**src/design/mwsm_pkg.sv**
```systemverilog
// shared types and constants for the multiword schoolbook multiplier
// request and result structs, sequencer states, control bundles
// no dependencies
package mwsm_pkg;

	localparam int WORD_BITS     = 32;
	localparam int MAX_WORDS_DEF = 16;

	localparam logic FUNC_A = 1'b0;
	localparam logic FUNC_B = 1'b1;

	typedef struct packed {
		logic                 func;
		logic [WORD_BITS-1:0] word;
		logic                 last_word;
	} req_t;

	typedef struct packed {
		logic [WORD_BITS-1:0] product_word;
		logic                 product_last;
		logic                 length_overflow;
	} res_t;

	typedef enum logic [2:0] {
		ST_IDLE,
		ST_RD,
		ST_MUL,
		ST_ACC,
		ST_CARRY,
		ST_OUT
	} state_t;

	// controls for the multiply-accumulate unit and the product store
	typedef struct packed {
		logic mul_en;
		logic acc_en;
		logic use_acc;
		logic carry_clr;
		logic p_we;
		logic p_wcarry;
	} mac_ctl_t;

	// result word on its way from the product store read to the output register
	typedef struct packed {
		logic valid;
		logic last;
		logic zero;
		logic ovf;
	} emit_t;

endpackage

```
**src/design/mwsm_mac.sv**
```systemverilog
// shared digit-step unit: registered word multiply, then add of stored word and carry
// keeps the running carry of the current row
// depends on mwsm_pkg
module mwsm_mac (
	input  logic                          clk,
	input  mwsm_pkg::mac_ctl_t            ctl,
	input  logic [mwsm_pkg::WORD_BITS-1:0] a,
	input  logic [mwsm_pkg::WORD_BITS-1:0] b,
	input  logic [mwsm_pkg::WORD_BITS-1:0] acc,
	output logic [mwsm_pkg::WORD_BITS-1:0] lo,
	output logic [mwsm_pkg::WORD_BITS-1:0] carry
);

	localparam int W = mwsm_pkg::WORD_BITS;

	logic [2*W-1:0] prod_s1;
	logic [2*W-1:0] sum;
	logic [W-1:0]   acc_sel;
	logic [W-1:0]   carry_q;

	always_ff @(posedge clk) begin
		if (ctl.mul_en) begin
			prod_s1 <= (2*W)'(a) * (2*W)'(b);
		end
	end

	// first row of the product starts from an empty store
	assign acc_sel = ctl.use_acc ? acc : '0;
	// a*b + acc + carry never exceeds two words
	assign sum     = prod_s1 + (2*W)'(acc_sel) + (2*W)'(carry_q);

	always_ff @(posedge clk) begin
		if (ctl.carry_clr) begin
			carry_q <= '0;
		end else if (ctl.acc_en) begin
			carry_q <= sum[2*W-1:W];
		end
	end

	assign lo    = sum[W-1:0];
	assign carry = carry_q;

endmodule

```
**src/design/mwsm_ctrl.sv**
```systemverilog
// sequencer: operand word counts, digit loop over rows and columns, result drain
// drives store addresses and the digit-step unit controls
// depends on mwsm_pkg
module mwsm_ctrl #(
	parameter int MAX_WORDS = mwsm_pkg::MAX_WORDS_DEF,
	parameter int AW        = (MAX_WORDS > 1) ? $clog2(MAX_WORDS) : 1,
	parameter int PW        = $clog2(2 * MAX_WORDS)
) (
	input  logic               clk,
	input  logic               arst_n,
	input  logic               start,
	input  mwsm_pkg::req_t     req,
	output logic               busy,
	output logic               a_we,
	output logic               b_we,
	output logic [AW-1:0]      a_waddr,
	output logic [AW-1:0]      b_waddr,
	output logic [AW-1:0]      a_raddr,
	output logic [AW-1:0]      b_raddr,
	output logic [PW-1:0]      p_raddr,
	output logic [PW-1:0]      p_waddr,
	output mwsm_pkg::mac_ctl_t ctl,
	output mwsm_pkg::emit_t    emit_s1
);

	localparam int CW = $clog2(MAX_WORDS + 1);
	localparam int TW = $clog2(2 * MAX_WORDS + 1);

	mwsm_pkg::state_t state_q, state_nxt;

	logic [CW-1:0] ca_q, cb_q;
	logic          ovf_q;
	logic [AW-1:0] i_q, j_q;
	logic [PW-1:0] k_q;
	logic [TW-1:0] total;
	logic          accept;
	logic          a_room, b_room;
	logic          row_end, col_end, out_end;

	assign accept  = start && !busy;
	assign a_room  = ca_q < CW'(MAX_WORDS);
	assign b_room  = cb_q < CW'(MAX_WORDS);
	assign total   = TW'(ca_q) + TW'(cb_q);
	assign row_end = CW'(i_q) == ca_q - CW'(1);
	assign col_end = CW'(j_q) == cb_q - CW'(1);
	assign out_end = TW'(k_q) == total - TW'(1);

	assign busy = (state_q != mwsm_pkg::ST_IDLE) || emit_s1.valid;

	// next state
	always_comb begin
		state_nxt = state_q;
		unique case (state_q)
			mwsm_pkg::ST_IDLE: begin
				if (accept && req.func == mwsm_pkg::FUNC_B && req.last_word) begin
					state_nxt = (ca_q == '0) ? mwsm_pkg::ST_OUT : mwsm_pkg::ST_RD;
				end
			end
			mwsm_pkg::ST_RD:    state_nxt = mwsm_pkg::ST_MUL;
			mwsm_pkg::ST_MUL:   state_nxt = mwsm_pkg::ST_ACC;
			mwsm_pkg::ST_ACC:   state_nxt = row_end ? mwsm_pkg::ST_CARRY : mwsm_pkg::ST_RD;
			mwsm_pkg::ST_CARRY: state_nxt = col_end ? mwsm_pkg::ST_OUT : mwsm_pkg::ST_RD;
			mwsm_pkg::ST_OUT:   state_nxt = out_end ? mwsm_pkg::ST_IDLE : mwsm_pkg::ST_OUT;
			default:            state_nxt = mwsm_pkg::ST_IDLE;
		endcase
	end

	// outputs
	always_comb begin
		ctl     = '0;
		a_we    = 1'b0;
		b_we    = 1'b0;
		p_raddr = PW'(i_q) + PW'(j_q);
		p_waddr = PW'(i_q) + PW'(j_q);
		unique case (state_q)
			mwsm_pkg::ST_IDLE: begin
				ctl.carry_clr = 1'b1;
				a_we = accept && req.func == mwsm_pkg::FUNC_A && a_room;
				b_we = accept && req.func == mwsm_pkg::FUNC_B && b_room;
			end
			mwsm_pkg::ST_RD: begin
			end
			mwsm_pkg::ST_MUL: begin
				ctl.mul_en = 1'b1;
			end
			mwsm_pkg::ST_ACC: begin
				ctl.acc_en  = 1'b1;
				ctl.use_acc = j_q != '0;
				ctl.p_we    = 1'b1;
			end
			mwsm_pkg::ST_CARRY: begin
				// final carry of the row lands just above its top digit
				ctl.p_we      = 1'b1;
				ctl.p_wcarry  = 1'b1;
				ctl.carry_clr = 1'b1;
				p_waddr       = PW'(j_q) + PW'(ca_q);
			end
			mwsm_pkg::ST_OUT: begin
				p_raddr = k_q;
			end
			default: begin
			end
		endcase
	end

	assign a_waddr = ca_q[AW-1:0];
	assign b_waddr = cb_q[AW-1:0];
	assign a_raddr = i_q;
	assign b_raddr = j_q;

	always_ff @(posedge clk or negedge arst_n) begin
		if (!arst_n) begin
			state_q <= mwsm_pkg::ST_IDLE;
			ca_q    <= '0;
			cb_q    <= '0;
			ovf_q   <= 1'b0;
			i_q     <= '0;
			j_q     <= '0;
			k_q     <= '0;
			emit_s1 <= '0;
		end else begin
			state_q       <= state_nxt;
			emit_s1.valid <= state_q == mwsm_pkg::ST_OUT;
			unique case (state_q)
				mwsm_pkg::ST_IDLE: begin
					i_q <= '0;
					j_q <= '0;
					k_q <= '0;
					if (accept) begin
						if (req.func == mwsm_pkg::FUNC_A) begin
							if (a_room) begin
								ca_q <= ca_q + CW'(1);
							end else begin
								ovf_q <= 1'b1;
							end
						end else begin
							if (b_room) begin
								cb_q <= cb_q + CW'(1);
							end else begin
								ovf_q <= 1'b1;
							end
						end
					end
				end
				mwsm_pkg::ST_ACC: begin
					if (!row_end) begin
						i_q <= i_q + AW'(1);
					end
				end
				mwsm_pkg::ST_CARRY: begin
					i_q <= '0;
					if (!col_end) begin
						j_q <= j_q + AW'(1);
					end
				end
				mwsm_pkg::ST_OUT: begin
					k_q          <= k_q + PW'(1);
					emit_s1.last <= out_end;
					emit_s1.zero <= ca_q == '0;
					emit_s1.ovf  <= ovf_q;
					if (out_end) begin
						ca_q  <= '0;
						cb_q  <= '0;
						ovf_q <= 1'b0;
					end
				end
				default: begin
				end
			endcase
		end
	end

endmodule

```
**src/design/multiword_schoolbook_multiplier.sv**
```systemverilog
// Unsigned multi-word multiplier, operand scanning. Send the words of A, then of B, each least
// significant first, one request per cycle while busy is low. A B request with last_word set
// starts the product: every digit step of the shared 32x32 multiply-accumulate unit runs a
// store read, a multiply, then an add and write back, and each row of A ends with one carry
// write; when A is empty the digit steps are skipped. Then the ca+cb product words, with ca
// and cb the held word counts, stream out on done/res, one per cycle in consecutive cycles,
// least significant first, the last marked by product_last. The receiver cannot hold results
// off. busy stays high from the last B word until the final read of the product store has
// left for the output register. Words beyond MAX_WORDS per operand are dropped and flagged on
// length_overflow for every word of that product.
// depends on mwsm_pkg, mwsm_mac, mwsm_ctrl
module multiword_schoolbook_multiplier #(
	parameter int MAX_WORDS = mwsm_pkg::MAX_WORDS_DEF
) (
	input  logic           clk,
	input  logic           arst_n,
	input  logic           start,
	input  mwsm_pkg::req_t req,
	output logic           busy,
	output logic           done,
	output mwsm_pkg::res_t res
);

	localparam int W  = mwsm_pkg::WORD_BITS;
	localparam int AW = (MAX_WORDS > 1) ? $clog2(MAX_WORDS) : 1;
	localparam int PW = $clog2(2 * MAX_WORDS);
	localparam int PD = 2 * MAX_WORDS;

	logic [W-1:0] a_mem [MAX_WORDS];
	logic [W-1:0] b_mem [MAX_WORDS];
	logic [W-1:0] p_mem [PD];

	logic               a_we, b_we;
	logic [AW-1:0]      a_waddr, b_waddr, a_raddr, b_raddr;
	logic [PW-1:0]      p_raddr, p_waddr;
	logic [W-1:0]       a_rd_q, b_rd_q, p_rd_q;
	logic [W-1:0]       mac_lo, mac_carry, p_wdata;
	mwsm_pkg::mac_ctl_t ctl;
	mwsm_pkg::emit_t    emit_s1;
	logic               done_q;
	mwsm_pkg::res_t     res_q;

	mwsm_ctrl #(
		.MAX_WORDS (MAX_WORDS),
		.AW        (AW),
		.PW        (PW)
	) u_ctrl (
		.clk     (clk),
		.arst_n  (arst_n),
		.start   (start),
		.req     (req),
		.busy    (busy),
		.a_we    (a_we),
		.b_we    (b_we),
		.a_waddr (a_waddr),
		.b_waddr (b_waddr),
		.a_raddr (a_raddr),
		.b_raddr (b_raddr),
		.p_raddr (p_raddr),
		.p_waddr (p_waddr),
		.ctl     (ctl),
		.emit_s1 (emit_s1)
	);

	mwsm_mac u_mac (
		.clk   (clk),
		.ctl   (ctl),
		.a     (a_rd_q),
		.b     (b_rd_q),
		.acc   (p_rd_q),
		.lo    (mac_lo),
		.carry (mac_carry)
	);

	always_ff @(posedge clk) begin
		if (a_we) begin
			a_mem[a_waddr] <= req.word;
		end
		a_rd_q <= a_mem[a_raddr];
	end

	always_ff @(posedge clk) begin
		if (b_we) begin
			b_mem[b_waddr] <= req.word;
		end
		b_rd_q <= b_mem[b_raddr];
	end

	assign p_wdata = ctl.p_wcarry ? mac_carry : mac_lo;

	always_ff @(posedge clk) begin
		if (ctl.p_we) begin
			p_mem[p_waddr] <= p_wdata;
		end
		p_rd_q <= p_mem[p_raddr];
	end

	always_ff @(posedge clk or negedge arst_n) begin
		if (!arst_n) begin
			done_q <= 1'b0;
		end else begin
			done_q <= emit_s1.valid;
		end
	end

	// with an empty A the store was never written for this product
	always_ff @(posedge clk) begin
		if (emit_s1.valid) begin
			res_q.product_word    <= emit_s1.zero ? '0 : p_rd_q;
			res_q.product_last    <= emit_s1.last;
			res_q.length_overflow <= emit_s1.ovf;
		end
	end

	assign done = done_q;
	assign res  = res_q;

endmodule
```
**config.mk**
```make
export PLATFORM = sky130hd
export DESIGN_NAME = multiword_schoolbook_multiplier
export DESIGN_NICKNAME = d
export VERILOG_FILES = /design/src/design/mwsm_pkg.sv /design/src/design/mwsm_mac.sv /design/src/design/mwsm_ctrl.sv /design/src/design/multiword_schoolbook_multiplier.sv
export SDC_FILE = /design/constraint.sdc
export NUM_CORES = 2
export LEC_CHECK = 0
export BUFFER_PORTS_ARGS = -buffer_cell sky130_fd_sc_hd__buf_2
export CORE_MARGIN = 3
export CORE_UTILIZATION = 35
export DETAILED_ROUTE_END_ITERATION = 8
export MAX_ROUTING_LAYER = met4
export SLEW_MARGIN = 10
export SYNTH_ARGS = -nofsm -noshare
export SYNTH_HDL_FRONTEND = slang
export SYNTH_SLANG_ARGS = --single-unit
```
**constraint.sdc**
```tcl
create_clock -name clk -period 7 [get_ports clk]
set_input_delay 1.75 -clock clk [delete_from_list [all_inputs] [get_ports clk]]
set_output_delay 1.75 -clock clk [all_outputs]
set_load 0.01 [all_outputs]
```
; ---- After elaboration in Yosys (flattened, before gate mapping)
; Memory sizes are Yosys's and may differ from the RTL's. A register that Yosys moved wholly into a read port is not among the register bits.
; Index checks and enable logic that the tools add are counted.
; Widths: inputs -> output; s select.
[classes]
shifts = 0
bitwise_logic = 1
n_eq_ne = 19
reduce_logical = 22
add_sub_neg = 13
order_cmp = 2
div = 0
multipliers = 1
muxes = 43
[ops]
columns = op, n
row1 = $add 64x32->64, 2
row2 = $mul 32x32->64, 1
row3 = $mux 32, 2
row4 = $mux 5, 9
row5 = $pmux 5 s2, 3
row6 = $pmux 3 s6, 1
row7 = $mux 1, 17
row8 = $pmux 4 s2, 2
row9 = $add 5x1->5 const B, 3
row10 = $mux 3, 5
row11 = $reduce_and 5->1, 3
row12 = $eq 4x5->1, 2
row13 = $lt 5x5->1 const B, 2
row14 = $ne 2x1->1 const B, 5
row15 = $sub 5x1->5 const B, 2
row16 = $add 4x1->4 const B, 2
row17 = $mux 4, 2
row18 = $ne 2x2->1 const B, 4
row19 = $add 5x5->6, 1
row20 = $eq 3x2->1 const B, 2
row21 = $eq 3x3->1 const B, 2
row22 = $eq 5x6->1, 1
row23 = $logic_and 1x1->1, 6
row24 = $ne 3x3->1 const B, 2
row25 = other kinds (16), 20
[word_totals]
register_bits = 162
mem_bits_ro = 0
wordCells = 121
n_memories = 3
latchBits = 0
ramBits = 2048
out_inout_bits = 36
[memory_table]
columns = memory, words, word_bits, rd, rd_ports_with_merged_regs, write_ports, line_no
row1 = p_mem, 32, 32, 1, 1, 1, multiword_schoolbook_multiplier.sv:31  ; logic [W-1:0] p_mem [PD];
row2 = a_mem, 16, 32, 1, 1, 1, multiword_schoolbook_multiplier.sv:29  ; logic [W-1:0] a_mem [MAX_WORDS];
row3 = b_mem, 16, 32, 1, 1, 1, multiword_schoolbook_multiplier.sv:30  ; logic [W-1:0] b_mem [MAX_WORDS];

; ---- Longest topological paths before layout
[logic_depth]
depth_word = 9
ltp_mapped = 28
depth_no_buf = 26

; ---- By module
; From an unflattened synthesis, not the netlist that was laid out.
[hier_totals]
hier_cells = 8438
area_unflattened_um2 = 123952.6
[modules_own_cells]
columns = module, seq_area_each_um2, area_each_um2, cells_each, instances
row1 = multiword_schoolbook_multiplier, 64466.8, 82016.2, 3889, 1
row2 = mwsm_mac, 2562.5, 39360.2, 4256, 1
row3 = mwsm_ctrl, 775.7, 2576.2, 293, 1

; ---- Worst setup path before layout
; OpenSTA, ideal clock, no wires.
[synth_path]
kind = flip-flop to flip-flop
from = register b_rd_q[7], read port of b_mem
to = register u_mac.prod_s1[60] (data pin)
path_buffers = 1
required_time_ps = 6734
path_slack_ps = -310
setup_time_ps = 266
path_stages_with_launch = 26
t_arrival_ps = 7044
cell_sequence = dfxtp_1 -> clkbuf_1 -> and2_1 -> fa_1 -> fa_1 -> fa_1 -> inv_1 -> fa_1 -> inv_1 -> fa_1 -> inv_1 -> fa_1 -> inv_1 -> fa_1 -> fa_1 -> ha_1 -> a21o_1 -> a31o_2 -> a211o_1 -> a211oi_1 -> o21ai_0 -> a211o_1 -> nand2_1 -> o31ai_1 -> o41ai_1 -> xnor2_1
[synth_via]
elab_chain_cells = 1
[synth_rtl]
columns = element, line_no
row1 = start: declaration, multiword_schoolbook_multiplier.sv:36  ; logic [W-1:0] a_rd_q, b_rd_q, p_rd_q;
row2 = $mul 32x32->64, mwsm_mac.sv:23  ; prod_s1 <= (2*W)'(a) * (2*W)'(b);
row3 = end signal: assignment, mwsm_mac.sv:23
row4 = end: declaration, mwsm_mac.sv:16  ; logic [2*W-1:0] prod_s1;
; Every way passes these cells.
; A chain may end at the register's enable or synchronous reset.

; ---- Final worst setup path
[layout_path]
from = register a_rd_q[17], read port of a_mem
to = register u_mac.prod_s1[53] (data pin)
[layout_via]
elab_chain_cells = 1
[layout_rtl]
columns = element, line_no
row1 = start: declaration, multiword_schoolbook_multiplier.sv:36
row2 = $mul 32x32->64, mwsm_mac.sv:23
; Every way passes these cells.

==> results by group <==
Status
  – Outcome: complete, but fails checks
  – Failing checks: setup timing

Routing
  – Routed Antenna Nets: 0
  – Avg WL per Cell: 24.0 um
  – Via count: 69,600
  – Initial drt markers: 5,975
  – # DRC: 0
  – Final wirelength: 323,000 um
  – DRT Pass-1 Iters: 6
  – Vias per Instance: 5.16

Critical path
  – Worst Setup Start Kind: flop
  – FF-to-FF Start: a_rd_q[17]
  – CP max stage cell: fa_1
  – Beginning of the critical path: a_rd_q[17]
  – Crit end category: flop
  – Crit path max fanout: 6
  – Cell Chain, Critical Path: buf_12, buf_4, and2_1, fa_1, inv_1, fa_1, fa_2, fa_1, inv_1, fa_1, fa_1, fa_1, fa_1, ha_4, a21oi_4, nor2b_1, o21a_1, o2111ai_1, nand2_1, o21ba_4, o21ai_4, a21oi_2, mux2i_1, or4b_1
  – Critical path's most frequent cell: fa_1
  – Crit path arrival time: 8.08 ns
  – Worst path max stage delay: 0.61 ns
  – Worst Path Required: 7.59 ns
  – Crit path kind: reg -> reg

STA
  – Crit share post-route: 1.07
  – Fmax: 134 MHz
  – Worst-Margin Slew: 1.26 ns
  – Post-Route Skew: 0.109 ns
  – RSZ-0062 raised after global routing: yes
  – Max Slew Vio Count: 0
  – Final hold violations: 0
  – Fin worst setup slack: -0.490 ns
  – Min cycle time layout: 7.49 ns
  – Rel. slew slack: 0.160
  – # setup viols final: 28

Job
  – Max-cap violations: 0

Logic synthesis
  – Most used DFF post-synth: edfxtp_1
  – Syn nets: 9,503
  – Post-synthesis async set-or-reset flop share: 0.0139
  – Area leader, netlist: edfxtp_1
  – Synthesized cell area: 0.123 mm^2
  – Seq/Total Area, Yosys: 0.549
  – Yosys Warn Count: 0
  – Mapped Cells: 8,208
  – Synthesized area per cell: 15.0 um^2
  – Post-synth EDFFs: 2,146
  – Distinct cells, synth: 71
  – Synth top area share: 0.522
  – Area contributors post-synth: edfxtp_1 (52%), fa_1 (15%), mux4_2 (8.8%)
  – Post-synthesis sequential element count: 2,306

Clock network
  – CTS tree: yes
  – Clk sinks: 2,306
  – CTS Buffer Depth: 4
  – Hold_buf cts: 0
  – Clk pin slew, worst setup/hold paths: 0.06 ns
  – Worst-Skew Late Latency: 0.92 ns
  – TritonCTS buffer count: 233
  – Root buffer cell: clkbuf_16
  – Htree depth: 4

Cells and area
  – P&R area growth vs syn: 16.1%
  – Core Util, Final: 0.409
  – Layout cells sized above 1: 0.223
  – Fill cell count: 31,500
  – Multi-input gate area: 0.0523 mm^2
  – Register area: 0.0679 mm^2
  – Layout Nets: 9,956

Floorplanning
  – # rows: 217
  – Core ar.: 0.350 mm^2
  – Die Area: 0.360 mm^2
  – Initial Util: 0.353
  – DIE WIDTH: 600 um
  – Die height: 600 um
  – Ports: 73

Placement
  – Placer Congestion: 0.916
  – DP HPWL: 216,000 um
  – Placement Setup Slack: -0.671 ns
  – Number of buffers added on ports: 72

Global route
  – Pin count of the biggest net entering global routing: 131
  – First-pass GRT wire length: 484,000 um
  – Vias in the first global route: 74,100
  – Grt ovf: 0
  – Tot GR Track Use: 0.185
  – Antenna violations before repair: 32

Hold path
  – Worst Hold Class: reg -> reg
  – Hold path startpoint: u_ctrl.ovf_q
[timing repair]
| action | in CTS | in global routing |
|---|---|---|
| setup buffers | 31 | 33 |
| setup endpoints to repair | 35 | 38 |
| gates cloned | 1 | 3 |
| gates resized for setup | 201 | 171 |
| pin swaps | 122 | 119 |
[flip-flops by register name, indices dropped and copies added, names as in the netlist, 4 cells and up]
name / cells
u_ctrl.ca_q: 5
p_rd_q: 32
b_rd_q: 32
a_mem: 512
a_rd_q: 32
res: 34
u_ctrl.cb_q: 5
u_mac.carry: 32
p_mem: 1024
b_mem: 512
u_ctrl.k_q: 5
u_mac.prod_s1: 64
u_ctrl.emit_s1: 4
u_ctrl.b_raddr: 4
u_ctrl.a_raddr: 4
[final timing paths]
path                                endpoint  slack (ns)  cells past startpoint
setup / recovery           u_mac.prod_s1[53]       -0.49                     24
hold / removal             u_ctrl.emit_s1[0]        0.52                      2
setup reg to reg           u_mac.prod_s1[53]       -0.49                     24
hold reg to reg            u_ctrl.emit_s1[0]        0.52                      2
max in group asynchronous  u_ctrl.b_raddr[0]        5.36                      1
min in group asynchronous               done        0.98                      1
[metal layers]
metal	up-vias	wire length (um)	global-route usage
li1	30000	-	-
met3	508	19100	0.0259
met1	36900	135000	0.242
met2	2171	161000	0.304
met4	0	9050	0.0467
met5	-	0	-
[cells by family (layout without fill, tap and decap cells)]
logic type / count (synthesis) / in the layout / share of synthesized area
other: 0 / 22 / 0
muxes: 745 / 745 / 0.110
and+or+nand+nor: 1662 / 1662 / 0.0676
xor gates and xnor gates: 141 / 141 / 0.0100
AOI/OAI and AO/OA: 737 / 737 / 0.0374
buffers and inverters: 1359 / 2015 / 0.0416
adders and majority gates: 1258 / 1258 / 0.184
DFF: 2306 / 2306 / 0.549
[worst max-delay path: cells and delay by family (launching register included)]
family	cells	cell delay, ns
and+or+nand+nor	4	0.74
buffers and inverters	4	0.43
DFF	1	0.36
adders and majority gates	9	4.44
muxes	1	0.09
AOI/OAI and AO/OA	6	1.08
[per-stage QoR]
step,setup TNS (ns),area [um^2],std cells,hold WS (ns)
floorplan,-0.154,124000,8208,0.425
global route,-13.25,143000,13500,0.540
CTS,-8.54,142000,13400,0.528
finish,-6.84,143000,13500,0.519
detailed placement,-13.87,133000,13000,0.514
global placement,-13.64,133000,13000,0.507
[final cells by class]
cell class / count / area share
diodes: 22 / 0.000384
clock buffers: 290 / 0.0433
clock inverters: 148 / 0.0120
inverters: 908 / 0.0238
multi-input cells: 4543 / 0.365
flip-flops and latches: 2306 / 0.473
well taps: 4599 / 0.0401
repair buffers: 669 / 0.0424
[placed cells by master, fill, tap and decap left out, types with 100 or more instances in the layout]
cell,n
and2_1,612
ha_1,305
clkbuf_16,236
edfxtp_1,2146
nor2_1,132
fa_1,899
buf_4,466
inv_1,881
mux2i_1,170
o21ai_0,154
nand2_1,619
mux4_2,480
dfxtp_1,100
a21oi_1,176
[cell usage after synthesis (all sizes together), types with 31 or more instances]
cell    number
ha         326
dfxtp      128
o211ai      47
mux4       480
a21oi      225
and2       655
nor2       173
o21ai      198
nand4       31
nor3        32
buf         71
mux2i      174
mux2        91
nor2b       46
a221oi      34
dfrtp       32
fa         932
inv        907
a22oi       33
xnor2       83
clkbuf     380
edfxtp    2146
nand2      628
nand3       31
xor2        58
a21o        75
Power is not shown: default switching activity piles up to over one toggle a cycle in this logic, so the estimate is an artifact.
